$ cat src/rtl/core/hse_pkg.sv
`timescale 1ns / 1ps

package hse_pkg;

    localparam int MAX_ITEMS = 64;
    localparam int DATA_W    = 32;
    localparam int CNT_W     = $clog2(MAX_ITEMS + 1);
    localparam int ADDR_W    = $clog2(MAX_ITEMS);

    typedef logic [3:0] op_t;

    // Datapath operations issued by the controller, one per cycle.
    localparam op_t OP_NONE       = 4'd0;
    localparam op_t OP_LOAD       = 4'd1;
    localparam op_t OP_BUILD_INIT = 4'd2;
    localparam op_t OP_BUILD_NEXT = 4'd3;
    localparam op_t OP_RD_NODE    = 4'd4;
    localparam op_t OP_LATCH_CUR  = 4'd5;
    localparam op_t OP_RD_LEFT    = 4'd6;
    localparam op_t OP_CMP_LEFT   = 4'd7;
    localparam op_t OP_CMP_RIGHT  = 4'd8;
    localparam op_t OP_WR_NODE    = 4'd9;
    localparam op_t OP_WR_BEST    = 4'd10;
    localparam op_t OP_RD_ROOT    = 4'd11;
    localparam op_t OP_RD_LAST    = 4'd12;
    localparam op_t OP_EMIT       = 4'd13;

    typedef struct packed {
        logic last_beat;  // the final beat of a set was accepted
        logic half_zero;  // the stored set has no internal node
        logic left_out;   // left child of the current node lies outside the heap
        logic swap;       // the best of node and children is a child
        logic bidx_one;   // the build pass just finished the root
        logic size_one;   // the heap holds a single entry
        logic out_free;   // the output register can take a result this cycle
    } sts_t;

    // True when a must sit above b in the heap.
    function automatic logic ranks_above(logic signed [DATA_W-1:0] a,
                                         logic signed [DATA_W-1:0] b,
                                         logic descending);
        ranks_above = descending ? (a > b) : (a < b);
    endfunction

    // One-based heap index to zero-based memory address.
    function automatic logic [ADDR_W-1:0] idx_to_addr(logic [CNT_W-1:0] idx);
        logic [CNT_W-1:0] tmp;
        tmp = idx - CNT_W'(1);
        idx_to_addr = tmp[ADDR_W-1:0];
    endfunction

endpackage

$ cat src/rtl/core/hse_ram.sv
`timescale 1ns / 1ps

module hse_ram #(
    parameter int WIDTH = 32,
    parameter int DEPTH = 64
) (
    input  logic                     clk,
    input  logic                     we,
    input  logic [$clog2(DEPTH)-1:0] waddr,
    input  logic [WIDTH-1:0]         wdata,
    input  logic                     re,
    input  logic [$clog2(DEPTH)-1:0] raddr,
    output logic [WIDTH-1:0]         rdata
);

    logic [WIDTH-1:0] mem [DEPTH];
    logic [WIDTH-1:0] rdata_reg;

    always_ff @(posedge clk)
    begin
        if (we)
        begin
            mem[waddr] <= wdata;
        end
        if (re)
        begin
            rdata_reg <= mem[raddr];
        end
    end

    assign rdata = rdata_reg;

endmodule

$ cat src/rtl/core/hse_datapath.sv
`timescale 1ns / 1ps

module hse_datapath (
    input  logic                          clk,
    input  logic                          rst_n,
    input  hse_pkg::op_t                  op,
    output hse_pkg::sts_t                 sts,
    input  logic                          cfg_wen,
    input  logic                          cfg_wdata,
    input  logic                          s_tvalid,
    output logic                          s_tready,
    input  logic [hse_pkg::DATA_W-1:0]    s_tdata,
    input  logic                          s_tlast,
    output logic                          m_tvalid,
    input  logic                          m_tready,
    output logic [hse_pkg::DATA_W-1:0]    m_tdata,
    output logic                          m_tlast,
    output logic                          m_tuser
);

    import hse_pkg::*;

    logic                sort_order_reg;
    logic [CNT_W-1:0]    count_reg, size_reg, node_reg, bidx_reg, best_idx_reg;
    logic                ovf_reg;
    logic [DATA_W-1:0]   cur_reg, best_val_reg, top_reg;
    logic [DATA_W-1:0]   out_val_reg;
    logic                out_last_reg, out_ovf_reg, out_valid_reg;

    logic [CNT_W:0]      left_idx, right_idx, size_ext;
    logic                accept, has_room, out_free, right_in;
    logic                ram_we, ram_re;
    logic [ADDR_W-1:0]   ram_waddr, ram_raddr;
    logic [DATA_W-1:0]   ram_wdata, ram_rdata;

    assign left_idx  = {node_reg, 1'b0};
    assign right_idx = {node_reg, 1'b1};
    assign size_ext  = {1'b0, size_reg};
    assign right_in  = right_idx <= size_ext;
    assign has_room  = count_reg < CNT_W'(MAX_ITEMS);
    assign s_tready  = (op == OP_LOAD);
    assign accept    = s_tready && s_tvalid;
    assign out_free  = !out_valid_reg || m_tready;

    assign sts.last_beat = accept && s_tlast;
    assign sts.half_zero = (count_reg >> 1) == '0;
    assign sts.left_out  = left_idx > size_ext;
    assign sts.swap      = best_idx_reg != node_reg;
    assign sts.bidx_one  = bidx_reg == CNT_W'(1);
    assign sts.size_one  = size_reg == CNT_W'(1);
    assign sts.out_free  = out_free;

    // Memory port steering for each operation.
    always_comb
    begin
        ram_we    = 1'b0;
        ram_waddr = '0;
        ram_wdata = ram_rdata;
        ram_re    = 1'b0;
        ram_raddr = '0;
        unique case (op)
            OP_LOAD:
            begin
                ram_we    = accept && has_room;
                ram_waddr = count_reg[ADDR_W-1:0];
                ram_wdata = s_tdata;
            end
            OP_RD_NODE:
            begin
                ram_re    = 1'b1;
                ram_raddr = idx_to_addr(node_reg);
            end
            OP_RD_LEFT:
            begin
                ram_re    = 1'b1;
                ram_raddr = idx_to_addr(left_idx[CNT_W-1:0]);
            end
            OP_CMP_LEFT:
            begin
                ram_re    = 1'b1;
                ram_raddr = idx_to_addr(right_idx[CNT_W-1:0]);
            end
            OP_WR_NODE:
            begin
                ram_we    = sts.swap;
                ram_waddr = idx_to_addr(node_reg);
                ram_wdata = best_val_reg;
            end
            OP_WR_BEST:
            begin
                ram_we    = 1'b1;
                ram_waddr = idx_to_addr(best_idx_reg);
                ram_wdata = cur_reg;
            end
            OP_RD_ROOT:
            begin
                ram_re    = 1'b1;
                ram_raddr = '0;
            end
            OP_RD_LAST:
            begin
                ram_re    = 1'b1;
                ram_raddr = idx_to_addr(size_reg);
            end
            OP_EMIT:
            begin
                // The last heap entry moves to the root.
                ram_we    = out_free;
                ram_waddr = '0;
                ram_wdata = ram_rdata;
            end
            default:
            begin
                ram_we = 1'b0;
            end
        endcase
    end

    hse_ram #(
        .WIDTH (DATA_W),
        .DEPTH (MAX_ITEMS)
    ) u_store (
        .clk   (clk),
        .we    (ram_we),
        .waddr (ram_waddr),
        .wdata (ram_wdata),
        .re    (ram_re),
        .raddr (ram_raddr),
        .rdata (ram_rdata)
    );

    always_ff @(posedge clk or negedge rst_n)
    begin
        if (!rst_n)
        begin
            sort_order_reg <= 1'b0;
            count_reg      <= '0;
            ovf_reg        <= 1'b0;
            out_valid_reg  <= 1'b0;
        end
        else
        begin
            if (cfg_wen)
            begin
                sort_order_reg <= cfg_wdata;
            end
            if (accept)
            begin
                if (has_room)
                begin
                    count_reg <= count_reg + CNT_W'(1);
                end
                else
                begin
                    ovf_reg <= 1'b1;
                end
            end
            if (op == OP_EMIT && out_free)
            begin
                out_valid_reg <= 1'b1;
                if (sts.size_one)
                begin
                    count_reg <= '0;
                    ovf_reg   <= 1'b0;
                end
            end
            else if (m_tready)
            begin
                out_valid_reg <= 1'b0;
            end
        end
    end

    always_ff @(posedge clk)
    begin
        case (op)
            OP_BUILD_INIT:
            begin
                size_reg <= count_reg;
                bidx_reg <= count_reg >> 1;
                node_reg <= count_reg >> 1;
            end
            OP_BUILD_NEXT:
            begin
                bidx_reg <= bidx_reg - CNT_W'(1);
                node_reg <= bidx_reg - CNT_W'(1);
            end
            OP_LATCH_CUR:
            begin
                cur_reg <= ram_rdata;
            end
            OP_CMP_LEFT:
            begin
                if (ranks_above(ram_rdata, cur_reg, sort_order_reg))
                begin
                    best_idx_reg <= left_idx[CNT_W-1:0];
                    best_val_reg <= ram_rdata;
                end
                else
                begin
                    best_idx_reg <= node_reg;
                    best_val_reg <= cur_reg;
                end
            end
            OP_CMP_RIGHT:
            begin
                if (right_in && ranks_above(ram_rdata, best_val_reg, sort_order_reg))
                begin
                    best_idx_reg <= right_idx[CNT_W-1:0];
                    best_val_reg <= ram_rdata;
                end
            end
            OP_WR_BEST:
            begin
                node_reg <= best_idx_reg;
            end
            OP_RD_LAST:
            begin
                top_reg <= ram_rdata;
            end
            OP_EMIT:
            begin
                if (out_free)
                begin
                    cur_reg      <= ram_rdata;
                    node_reg     <= CNT_W'(1);
                    size_reg     <= size_reg - CNT_W'(1);
                    out_val_reg  <= top_reg;
                    out_last_reg <= sts.size_one;
                    out_ovf_reg  <= ovf_reg;
                end
            end
            default:
            begin
            end
        endcase
    end

    assign m_tvalid = out_valid_reg;
    assign m_tdata  = out_val_reg;
    assign m_tlast  = out_last_reg;
    assign m_tuser  = out_ovf_reg;

    a_count_range: assert property (@(posedge clk) disable iff (!rst_n)
        count_reg <= CNT_W'(MAX_ITEMS))
        else $error("stored item count beyond capacity");

    a_left_inside: assert property (@(posedge clk) disable iff (!rst_n)
        (op == OP_CMP_LEFT) |-> (left_idx <= size_ext && node_reg != '0))
        else $error("child compare issued outside the heap");

    a_set_cleared: assert property (@(posedge clk) disable iff (!rst_n)
        (op == OP_EMIT && out_free && sts.size_one) |=> (count_reg == '0 && !ovf_reg))
        else $error("set state not cleared after the final result");

    a_last_flag: assert property (@(posedge clk) disable iff (!rst_n)
        (op == OP_EMIT && out_free) |=> (m_tvalid && m_tlast == $past(sts.size_one)))
        else $error("final-result flag does not match the heap size");

endmodule

$ cat src/rtl/core/hse_ctrl.sv
`timescale 1ns / 1ps

module hse_ctrl (
    input  logic           clk,
    input  logic           rst_n,
    input  hse_pkg::sts_t  sts,
    output hse_pkg::op_t   op
);

    import hse_pkg::*;

    localparam logic [3:0] ST_LOAD       = 4'd0;
    localparam logic [3:0] ST_BUILD_INIT = 4'd1;
    localparam logic [3:0] ST_SD_RN      = 4'd2;
    localparam logic [3:0] ST_SD_CUR     = 4'd3;
    localparam logic [3:0] ST_SD_RL      = 4'd4;
    localparam logic [3:0] ST_SD_RR      = 4'd5;
    localparam logic [3:0] ST_SD_CMP     = 4'd6;
    localparam logic [3:0] ST_SD_W1      = 4'd7;
    localparam logic [3:0] ST_SD_W2      = 4'd8;
    localparam logic [3:0] ST_BUILD_NEXT = 4'd9;
    localparam logic [3:0] ST_EX_RT      = 4'd10;
    localparam logic [3:0] ST_EX_RL      = 4'd11;
    localparam logic [3:0] ST_EX_MV      = 4'd12;

    logic [3:0] state_reg, state_next;
    logic       extract_reg, extract_next;
    logic [3:0] sift_done_state;

    // Where a finished sift-down returns to depends on the phase.
    assign sift_done_state = extract_reg ? ST_EX_RT : ST_BUILD_NEXT;

    always_comb
    begin
        state_next   = state_reg;
        extract_next = extract_reg;
        op           = OP_NONE;
        unique case (state_reg)
            ST_LOAD:
            begin
                op = OP_LOAD;
                if (sts.last_beat)
                begin
                    state_next = ST_BUILD_INIT;
                end
            end
            ST_BUILD_INIT:
            begin
                op = OP_BUILD_INIT;
                if (sts.half_zero)
                begin
                    extract_next = 1'b1;
                    state_next   = ST_EX_RT;
                end
                else
                begin
                    extract_next = 1'b0;
                    state_next   = ST_SD_RN;
                end
            end
            ST_SD_RN:
            begin
                op         = OP_RD_NODE;
                state_next = ST_SD_CUR;
            end
            ST_SD_CUR:
            begin
                op         = OP_LATCH_CUR;
                state_next = ST_SD_RL;
            end
            ST_SD_RL:
            begin
                op         = OP_RD_LEFT;
                state_next = sts.left_out ? sift_done_state : ST_SD_RR;
            end
            ST_SD_RR:
            begin
                op         = OP_CMP_LEFT;
                state_next = ST_SD_CMP;
            end
            ST_SD_CMP:
            begin
                op         = OP_CMP_RIGHT;
                state_next = ST_SD_W1;
            end
            ST_SD_W1:
            begin
                op         = OP_WR_NODE;
                state_next = sts.swap ? ST_SD_W2 : sift_done_state;
            end
            ST_SD_W2:
            begin
                op         = OP_WR_BEST;
                state_next = ST_SD_RL;
            end
            ST_BUILD_NEXT:
            begin
                op = OP_BUILD_NEXT;
                if (sts.bidx_one)
                begin
                    extract_next = 1'b1;
                    state_next   = ST_EX_RT;
                end
                else
                begin
                    state_next = ST_SD_RN;
                end
            end
            ST_EX_RT:
            begin
                op         = OP_RD_ROOT;
                state_next = ST_EX_RL;
            end
            ST_EX_RL:
            begin
                op         = OP_RD_LAST;
                state_next = ST_EX_MV;
            end
            ST_EX_MV:
            begin
                op = OP_EMIT;
                if (sts.out_free)
                begin
                    state_next = sts.size_one ? ST_LOAD : ST_SD_RL;
                end
            end
            default:
            begin
                state_next = ST_LOAD;
            end
        endcase
    end

    always_ff @(posedge clk or negedge rst_n)
    begin
        if (!rst_n)
        begin
            state_reg   <= ST_LOAD;
            extract_reg <= 1'b0;
        end
        else
        begin
            state_reg   <= state_next;
            extract_reg <= extract_next;
        end
    end

endmodule

$ cat src/rtl/core/heap_sort_engine_core.sv
`timescale 1ns / 1ps

// Heapsort engine for sets of up to MAX_ITEMS (64) signed 32-bit values.
// Values stream in one beat per cycle on the slave side; the beat with tlast
// set ends the set. Beats beyond the capacity are dropped, and every result
// of that set then carries tuser high. After the last beat the engine builds
// a heap in its single-port-write, registered-read store and emits the set on
// the master side, ascending when sort_order is 0 (less-than heap) and
// descending when it is 1 (greater-than heap), with tlast on the final result.
// The store's single read port sets the steps of each sift-down level:
// read left child, read right child, compare, and two writes for the swap.
// Building the heap sifts down every internal node; each extraction reads
// the root and the last entry and moves the last entry to the root, which
// is then sifted down.
// No new set is taken while a set is being sorted; the slave side reopens
// once the final result has entered the output register. sort_order must
// only be written while the engine is idle.
module heap_sort_engine_core (
    input  logic        clk,
    input  logic        rst_n,
    // Configuration: sort_order
    input  logic        cfg_wen,
    input  logic        cfg_wdata,
    // Input stream
    input  logic        s_tvalid,
    output logic        s_tready,
    input  logic [31:0] s_tdata,   // [31:0] value
    input  logic        s_tlast,   // last_item
    // Result stream
    output logic        m_tvalid,
    input  logic        m_tready,
    output logic [31:0] m_tdata,   // [31:0] sorted_value
    output logic        m_tlast,   // last_result
    output logic        m_tuser    // [0] overflow
);

    import hse_pkg::*;

    op_t  op;
    sts_t sts;

    // The controller sequences load, heap build and extraction; it issues one
    // datapath operation per cycle and sees only the status flags back.
    hse_ctrl u_ctrl (
        .clk   (clk),
        .rst_n (rst_n),
        .sts   (sts),
        .op    (op)
    );

    // The datapath owns the heap store, the set bookkeeping, the sift-down
    // registers and the output register that decouples the result stream.
    hse_datapath u_datapath (
        .clk       (clk),
        .rst_n     (rst_n),
        .op        (op),
        .sts       (sts),
        .cfg_wen   (cfg_wen),
        .cfg_wdata (cfg_wdata),
        .s_tvalid  (s_tvalid),
        .s_tready  (s_tready),
        .s_tdata   (s_tdata),
        .s_tlast   (s_tlast),
        .m_tvalid  (m_tvalid),
        .m_tready  (m_tready),
        .m_tdata   (m_tdata),
        .m_tlast   (m_tlast),
        .m_tuser   (m_tuser)
    );

endmodule
$ cat config.mk
export PLATFORM = sky130hd
export DESIGN_NAME = heap_sort_engine_core
export DESIGN_NICKNAME = d
export VERILOG_FILES = /design/src/rtl/core/hse_pkg.sv /design/src/rtl/core/hse_ram.sv /design/src/rtl/core/hse_datapath.sv /design/src/rtl/core/hse_ctrl.sv /design/src/rtl/core/heap_sort_engine_core.sv
export SDC_FILE = /design/constraint.sdc
export NUM_CORES = 2
export LEC_CHECK = 0
export ABC_AREA = 1
export BUFFER_PORTS_ARGS = -buffer_cell sky130_fd_sc_hd__buf_2
export CAP_MARGIN = 20
export CORE_MARGIN = 1
export CORE_UTILIZATION = 45
export DETAILED_ROUTE_END_ITERATION = 6
export PLACE_DENSITY = 0.62
export SLEW_MARGIN = 10
export SYNTH_ARGS = -nofsm -noshare
export SYNTH_HDL_FRONTEND = slang
export SYNTH_HIERARCHICAL = 1
export SYNTH_SLANG_ARGS = --single-unit
$ cat constraint.sdc
create_clock -name clk -period 10.4 [get_ports clk]
set_input_delay 0 -clock clk [delete_from_list [all_inputs] [get_ports clk]]
set_output_delay 0 -clock clk [all_outputs]
set_load 0.02 [all_outputs]
; Yosys cells after proc, flatten, opt, wreduce, memory -nomap -nowiden
; Memory sizes are Yosys's and may differ from the RTL's. A register that Yosys moved wholly into a read port is not among the register bits.
; Index checks and enable logic that the tools add are counted.
; Widths: inputs -> output; s select.
[word_totals]
reg_bits = 173
ramBits = 2048
inputBits = 39
output_inout_bits = 36
elab_cells = 134
mem_count = 1
[memory_table]
columns = name, depth, word_bits, read_ports, rd_ports_with_merged_regs, wr, line
row1 = u_datapath.u_store.mem, 64, 32, 1, 1, 1, hse_ram.sv:16  ; logic [WIDTH-1:0] mem [DEPTH];
[op_classes]
add_sub_neg = 7
order_cmp = 7
n_eq_ne = 33
mux = 45
reduce_logical = 25
[op_table]
columns = operator, n
row1 = $pmux 32 s2, 2
row2 = $mux 32, 3
row3 = $pmux 32 s3, 1
row4 = $gt 32x32->1, 2
row5 = $lt 32x32->1, 2
row6 = $mux 7, 8
row7 = $pmux 4 s13, 1
row8 = $pmux 4 s12, 1
row9 = $eq 4x4->1 const B, 11
row10 = $pmux 7 s2, 3
row11 = $eq 4x3->1 const B, 8
row12 = $pmux 7 s4, 1
row13 = $mux 4, 6
row14 = $pmux 6 s4, 1
row15 = $sub 6x1->6 const B, 4
row16 = $pmux 6 s3, 1
row17 = $eq 4x2->1 const B, 4
row18 = $eq 7x1->1 const B, 2
row19 = $reduce_and 2->1, 7
row20 = $sub 7x1->7 const B, 2
row21 = $mux 1, 13
row22 = $reduce_bool 2->1, 6
row23 = $eq 4x1->1 const B, 2
row24 = $gt 8x7->1, 1
row25 = 18 further kinds, 25

; Logic depth before layout (Yosys ltp)
[logic_depth]
word_depth = 8
depth_mapped = 23
ltp_nobuf = 20

; Cells and area by module
; Netlist, hierarchy kept.
[modules_own_cells]
columns = mod, n_inst, cells_each, area_per_inst_um2, seq_area_each_um2
row1 = hse_ram, 1, 6769, 83058.4, 62459.9
row2 = hse_datapath, 1, 1016, 9611.7, 4994.8
row3 = hse_ctrl, 1, 74, 479.2, 125.1

; Worst setup path before layout
; OpenSTA, ideal clock, no wires.
[synth_timing]
path_kind = flip-flop to flip-flop
start = register u_ctrl.state_reg[2]
end = memory u_datapath.u_store.mem[48][0] (enable)
setup_time_ns = 0.503
arrival_ns = 7.214
required_ns = 9.897
setup_slack_ns = 2.684
stages_incl_launch_ff = 16
path_buffers = 2
period_less_slack_ns = 7.716
cell_sequence = dfrtp_1 buf_6 nor2_2 nand2_2 nand4_1 inv_1 nor2_1 inv_2 nor2_2 inv_2 nor2_1 inv_1 nand3_1 clkbuf_1 nand4_1 nor4_1
[synth_between]
elab_chain_cells = 8
elab_cells_between_ends = 24
classes_between = eq/ne (16) / mux (5) / reduce/logical (3)
[synth_rtl]
columns = item, line
row1 = start: declaration, hse_ctrl.sv:26  ; logic [3:0] state_reg, state_next;
row2 = start signal: assignment, hse_ctrl.sv:143  ; state_reg <= state_next;
row3 = $eq 4x4->1 (tied with other cells), hse_ctrl.sv:38  ; unique case (state_reg)
row4 = $pmux 4 s13 (*), hse_ctrl.sv:38
row5 = via op[0], heap_sort_engine_core.sv:39  ; op_t op;
row6 = $eq 4x1->1, "hse_datapath.sv:41, hse_datapath.sv:61"
row7 = $logic_and 1x1->1, hse_datapath.sv:42  ; assign accept = s_tready && s_tvalid;
row8 = $logic_and 1x1->1, hse_datapath.sv:64  ; ram_we = accept && has_room;
row9 = $pmux 1 s4 (*), hse_datapath.sv:61  ; unique case (op)
row10 = via u_datapath.ram_we, hse_datapath.sv:32  ; logic ram_we, ram_re;
row11 = $mux 1 (*), hse_ram.sv:21  ; if (we)
row12 = $mux 1 (not written as such) (*), hse_ram.sv:23  ; mem[waddr] <= wdata;
row13 = end: declaration, hse_ram.sv:16
; Mark *: on every way through the listed nets, which the timed path passes. The rest lies on a longest branch.

; Worst setup path in the final report
[layout_timing]
start = register u_ctrl.state_reg[1]
end = register u_datapath.u_store.rdata_reg[20] (netlist: u_datapath/u_store/rdata[20]) (read register of u_datapath.u_store.mem), data pin
[layout_between]
elab_cells_between_ends = 22
classes_between = eq/ne (17) / mux (3) / reduce/logical (2)
[layout_rtl]
columns = item, line
row1 = $eq 4x4->1 (tied with other cells), hse_ctrl.sv:38
row2 = $pmux 4 s13 (*), hse_ctrl.sv:38
row3 = via op[0], heap_sort_engine_core.sv:39
row4 = $eq 4x4->1 or $eq 4x3->1 (tied branches), hse_datapath.sv:61
row5 = $pmux 6 s4 (*), hse_datapath.sv:61
row6 = via u_datapath.ram_raddr[0], hse_datapath.sv:33  ; logic [ADDR_W-1:0] ram_waddr, ram_raddr;
row7 = end: declaration, hse_ram.sv:17  ; logic [WIDTH-1:0] rdata_reg;
; Marked as above.
; A chain may end at the register's enable or synchronous reset.

==> qor.yml <==
status: "finished, final reports clean"
grt_max_degree: 208
syn_inst: 7859
path_cells: "inv_1 -> nor2_1 -> o21ai_0 -> nand4_1 -> nor2_1 -> inv_1 -> nor2_4 -> inv_1 -> o221ai_4 -> buf_12 -> buf_4 -> buf_4 -> nand2_1 -> nand3_1 -> nand3_1 -> nand2_1 -> nand2_1 -> nand3_1 -> nand3_1 -> nand2_1"
synth.area.mux_share: 0
gr-usage-all-layers: 0.258
cts_setup_buffers: 0
fill_cells: 17500
largest_register_ffs: 2048
slew_headroom: 0.181
antenna_left: 0
tritoncts: "built"
clock_latency_ns: 0.87
synthSimpleGateAreaFrac: 0.219
drt-total-wl_um: 274000
io_pins: 75
vias_per_cell: 5.85
gp_congestion: 0.884
worst-path-max-fanout: 178
synth-warning-count: 6
cts_root_buffer: "clkbuf_16"
timing.final.max_slew_violations: 0
clockBufferDepth: 3
cts_hold_buffers: 12
multi_input_area_um2: 23700
fin_crit_sh: 0.672
yosysTopAreaCell: "edfxtp_1"
setup.worst_path.class: "reg -> reg"
synth_xor_xnor_area_share: 0.00150
fin_tns_setup_ns: 0
final_layout_size_suffix_gt1_frac: 0.0829
fin_crit_ns: 6.99
ys.flop_type: "edfxtp_1"
hold_violations: 0
grt_pass1_vias: 58800
worst_slew_pin_slew_ns: 1.23
dpl.hpwl_um: 139000
numPortBuffers: 74
htreeDepth: 4
synthArstFlopShare: 0.00666
ys_seq_area_frac: 0.725
synth_edf_count: 2238
synth.most_common_cell: "nand2_1"
rsz0062_at_grt: "false"
regMostFlops: "u_datapath/u_store/mem"
antenna_found_initial: 7
skew_ns: 0.0254
cp.required_ns: 11.11
grt_overflow: 0
cts.sinks: 2253
cts_made_buffers: 215
synth_top_family_by_area: "simple AND/OR/NAND/NOR gates"
critPathSlowestCell: "buf_4"
vias: 62600
die_h_um: 457
drcViolationCount: 0
num_rows: 166
num-nets-final: 7954
area_delta_synth_final_pct: 11.3
fp.dieW_um: 457
startpoint_type: "register"
synth_commonest_cells: "nand2_1 (2554), edfxtp_1 (2238), nand3_1 (1942)"
core_um2: 205000
post-place-ws_ns: 3.67
ctsResizeCount: 0
netlist_area_um2: 93100
end_kind: "register"
ys_seq_elements: 2253
avgSynthCellArea_um2: 11.9
cts.clk_slew.worst_paths_ns: 0.06
fmax_ghz: 0.143
cap_violations: 0
synth_top_area_frac: 0.721
start_util: 0.454
yosys.area_share.adder: 0.0105
drtIter0Drc: 8484
regArea_um2: 67600
drtPass1Iterations: 6
grt_pass1_wl_um: 399000
synth_area_leaders: "edfxtp_1 (72%), nand3_1 (10%), nand2_1 (10%)"
dp.cells: 10300
die_area_um2: 209000
synth_compound_gate_area_share: 0.0104
slowest_delay_ns: 0.85
synth_cell_types: 42
wl_per_cell_um: 25.6
cp.arrival_ns: 7.69
stdcell_count: 10700
setup_slack_ns: 3.41
setup_viol: 0
worstHoldPathType: "in -> reg"
syn-num-nets: 7976
## final cells by class
class / count / share of cell area
flip-flops and latches: 2253 / 0.652
clock inverters: 119 / 0.00893
well taps: 2688 / 0.0324
inverters: 161 / 0.00624
diodes: 2 / 0.0000483
repair buffers: 246 / 0.0180
clock buffers: 268 / 0.0546
multi-input cells: 4960 / 0.228
## through the flow
| stage | utilization | hold WS (ns) | instance area, µm² |
|---|---|---|---|
| 6_report | 0.505 | 0.0841 | 104000 |
| 5_1_grt | 0.505 | 0.0775 | 104000 |
| 4_1_cts | 0.505 | 0.0198 | 104000 |
| 3_5_place_dp | 0.473 | -0.0519 | 97000 |
| 3_3_place_gp | 0.473 | -0.0617 | 97000 |
| 2_1_floorplan | - | -0.296 | 93100 |
## layer usage
| metal | up-vias | track usage | routed length, µm |
|---|---|---|---|
| met5 | - | 0 | 0 |
| met4 | 0 | 0.0911 | 9280 |
| met3 | 445 | 0.0420 | 27600 |
| met2 | 3285 | 0.406 | 126000 |
| met1 | 31000 | 0.363 | 111000 |
| li1 | 27900 | - | - |
## critical path, delay by kind of cell, from the launching register on
family          cells  cell delay, ns
simple gates       12            2.56
buf+inv             6            2.98
compound gates      2            0.46
flops               1            0.52
## final timing paths
path | to | cells past startpoint | slack (ns) | startpoint
hold reg to reg | u_datapath/m_tdata[19] | 0 | 0.41 | u_datapath/top_reg[19]
min in group asynchronous | u_datapath/m_tvalid | 3 | 0.27 | rst_n
setup / recovery | u_datapath/u_store/rdata[20] | 20 | 3.41 | u_ctrl/state_reg[1]
hold / removal | u_datapath/count_reg[6] | 4 | 0.08 | s_tvalid
max in group asynchronous | u_ctrl/extract_reg | 3 | 9.65 | rst_n
setup reg to reg | u_datapath/u_store/rdata[20] | 20 | 3.41 | u_ctrl/state_reg[1]
## cell usage in the layout, fill, tap and decap left out, types with 12 or more instances in the layout
cell type and n:
dfrtp_1 15, a21oi_1 48, inv_1 150, buf_4 145, nor2_1 59, bufinv_16 12
o2111ai_4 31, nand2_1 2554, buf_2 75, nand4_1 57, edfxtp_1 2238, nand3_1 1942
buf_12 14, ha_1 78, clkbuf_16 219, nor2_4 61, clkbuf_1 49, clkinv_2 38
o21ai_0 31, clkinv_1 51, dlygate4sd3_1 12
## cells by family after synthesis
family	count (synthesis)
AO/OA/AOI/OAI	151
XOR/XNOR	16
adder cells (fa/ha/maj)	78
buffers and inverters	646
flip-flops	2253
AND/OR/NAND/NOR	4715
Power is not shown: default switching activity piles up to over one toggle a cycle in this logic, so the estimate is an artifact.
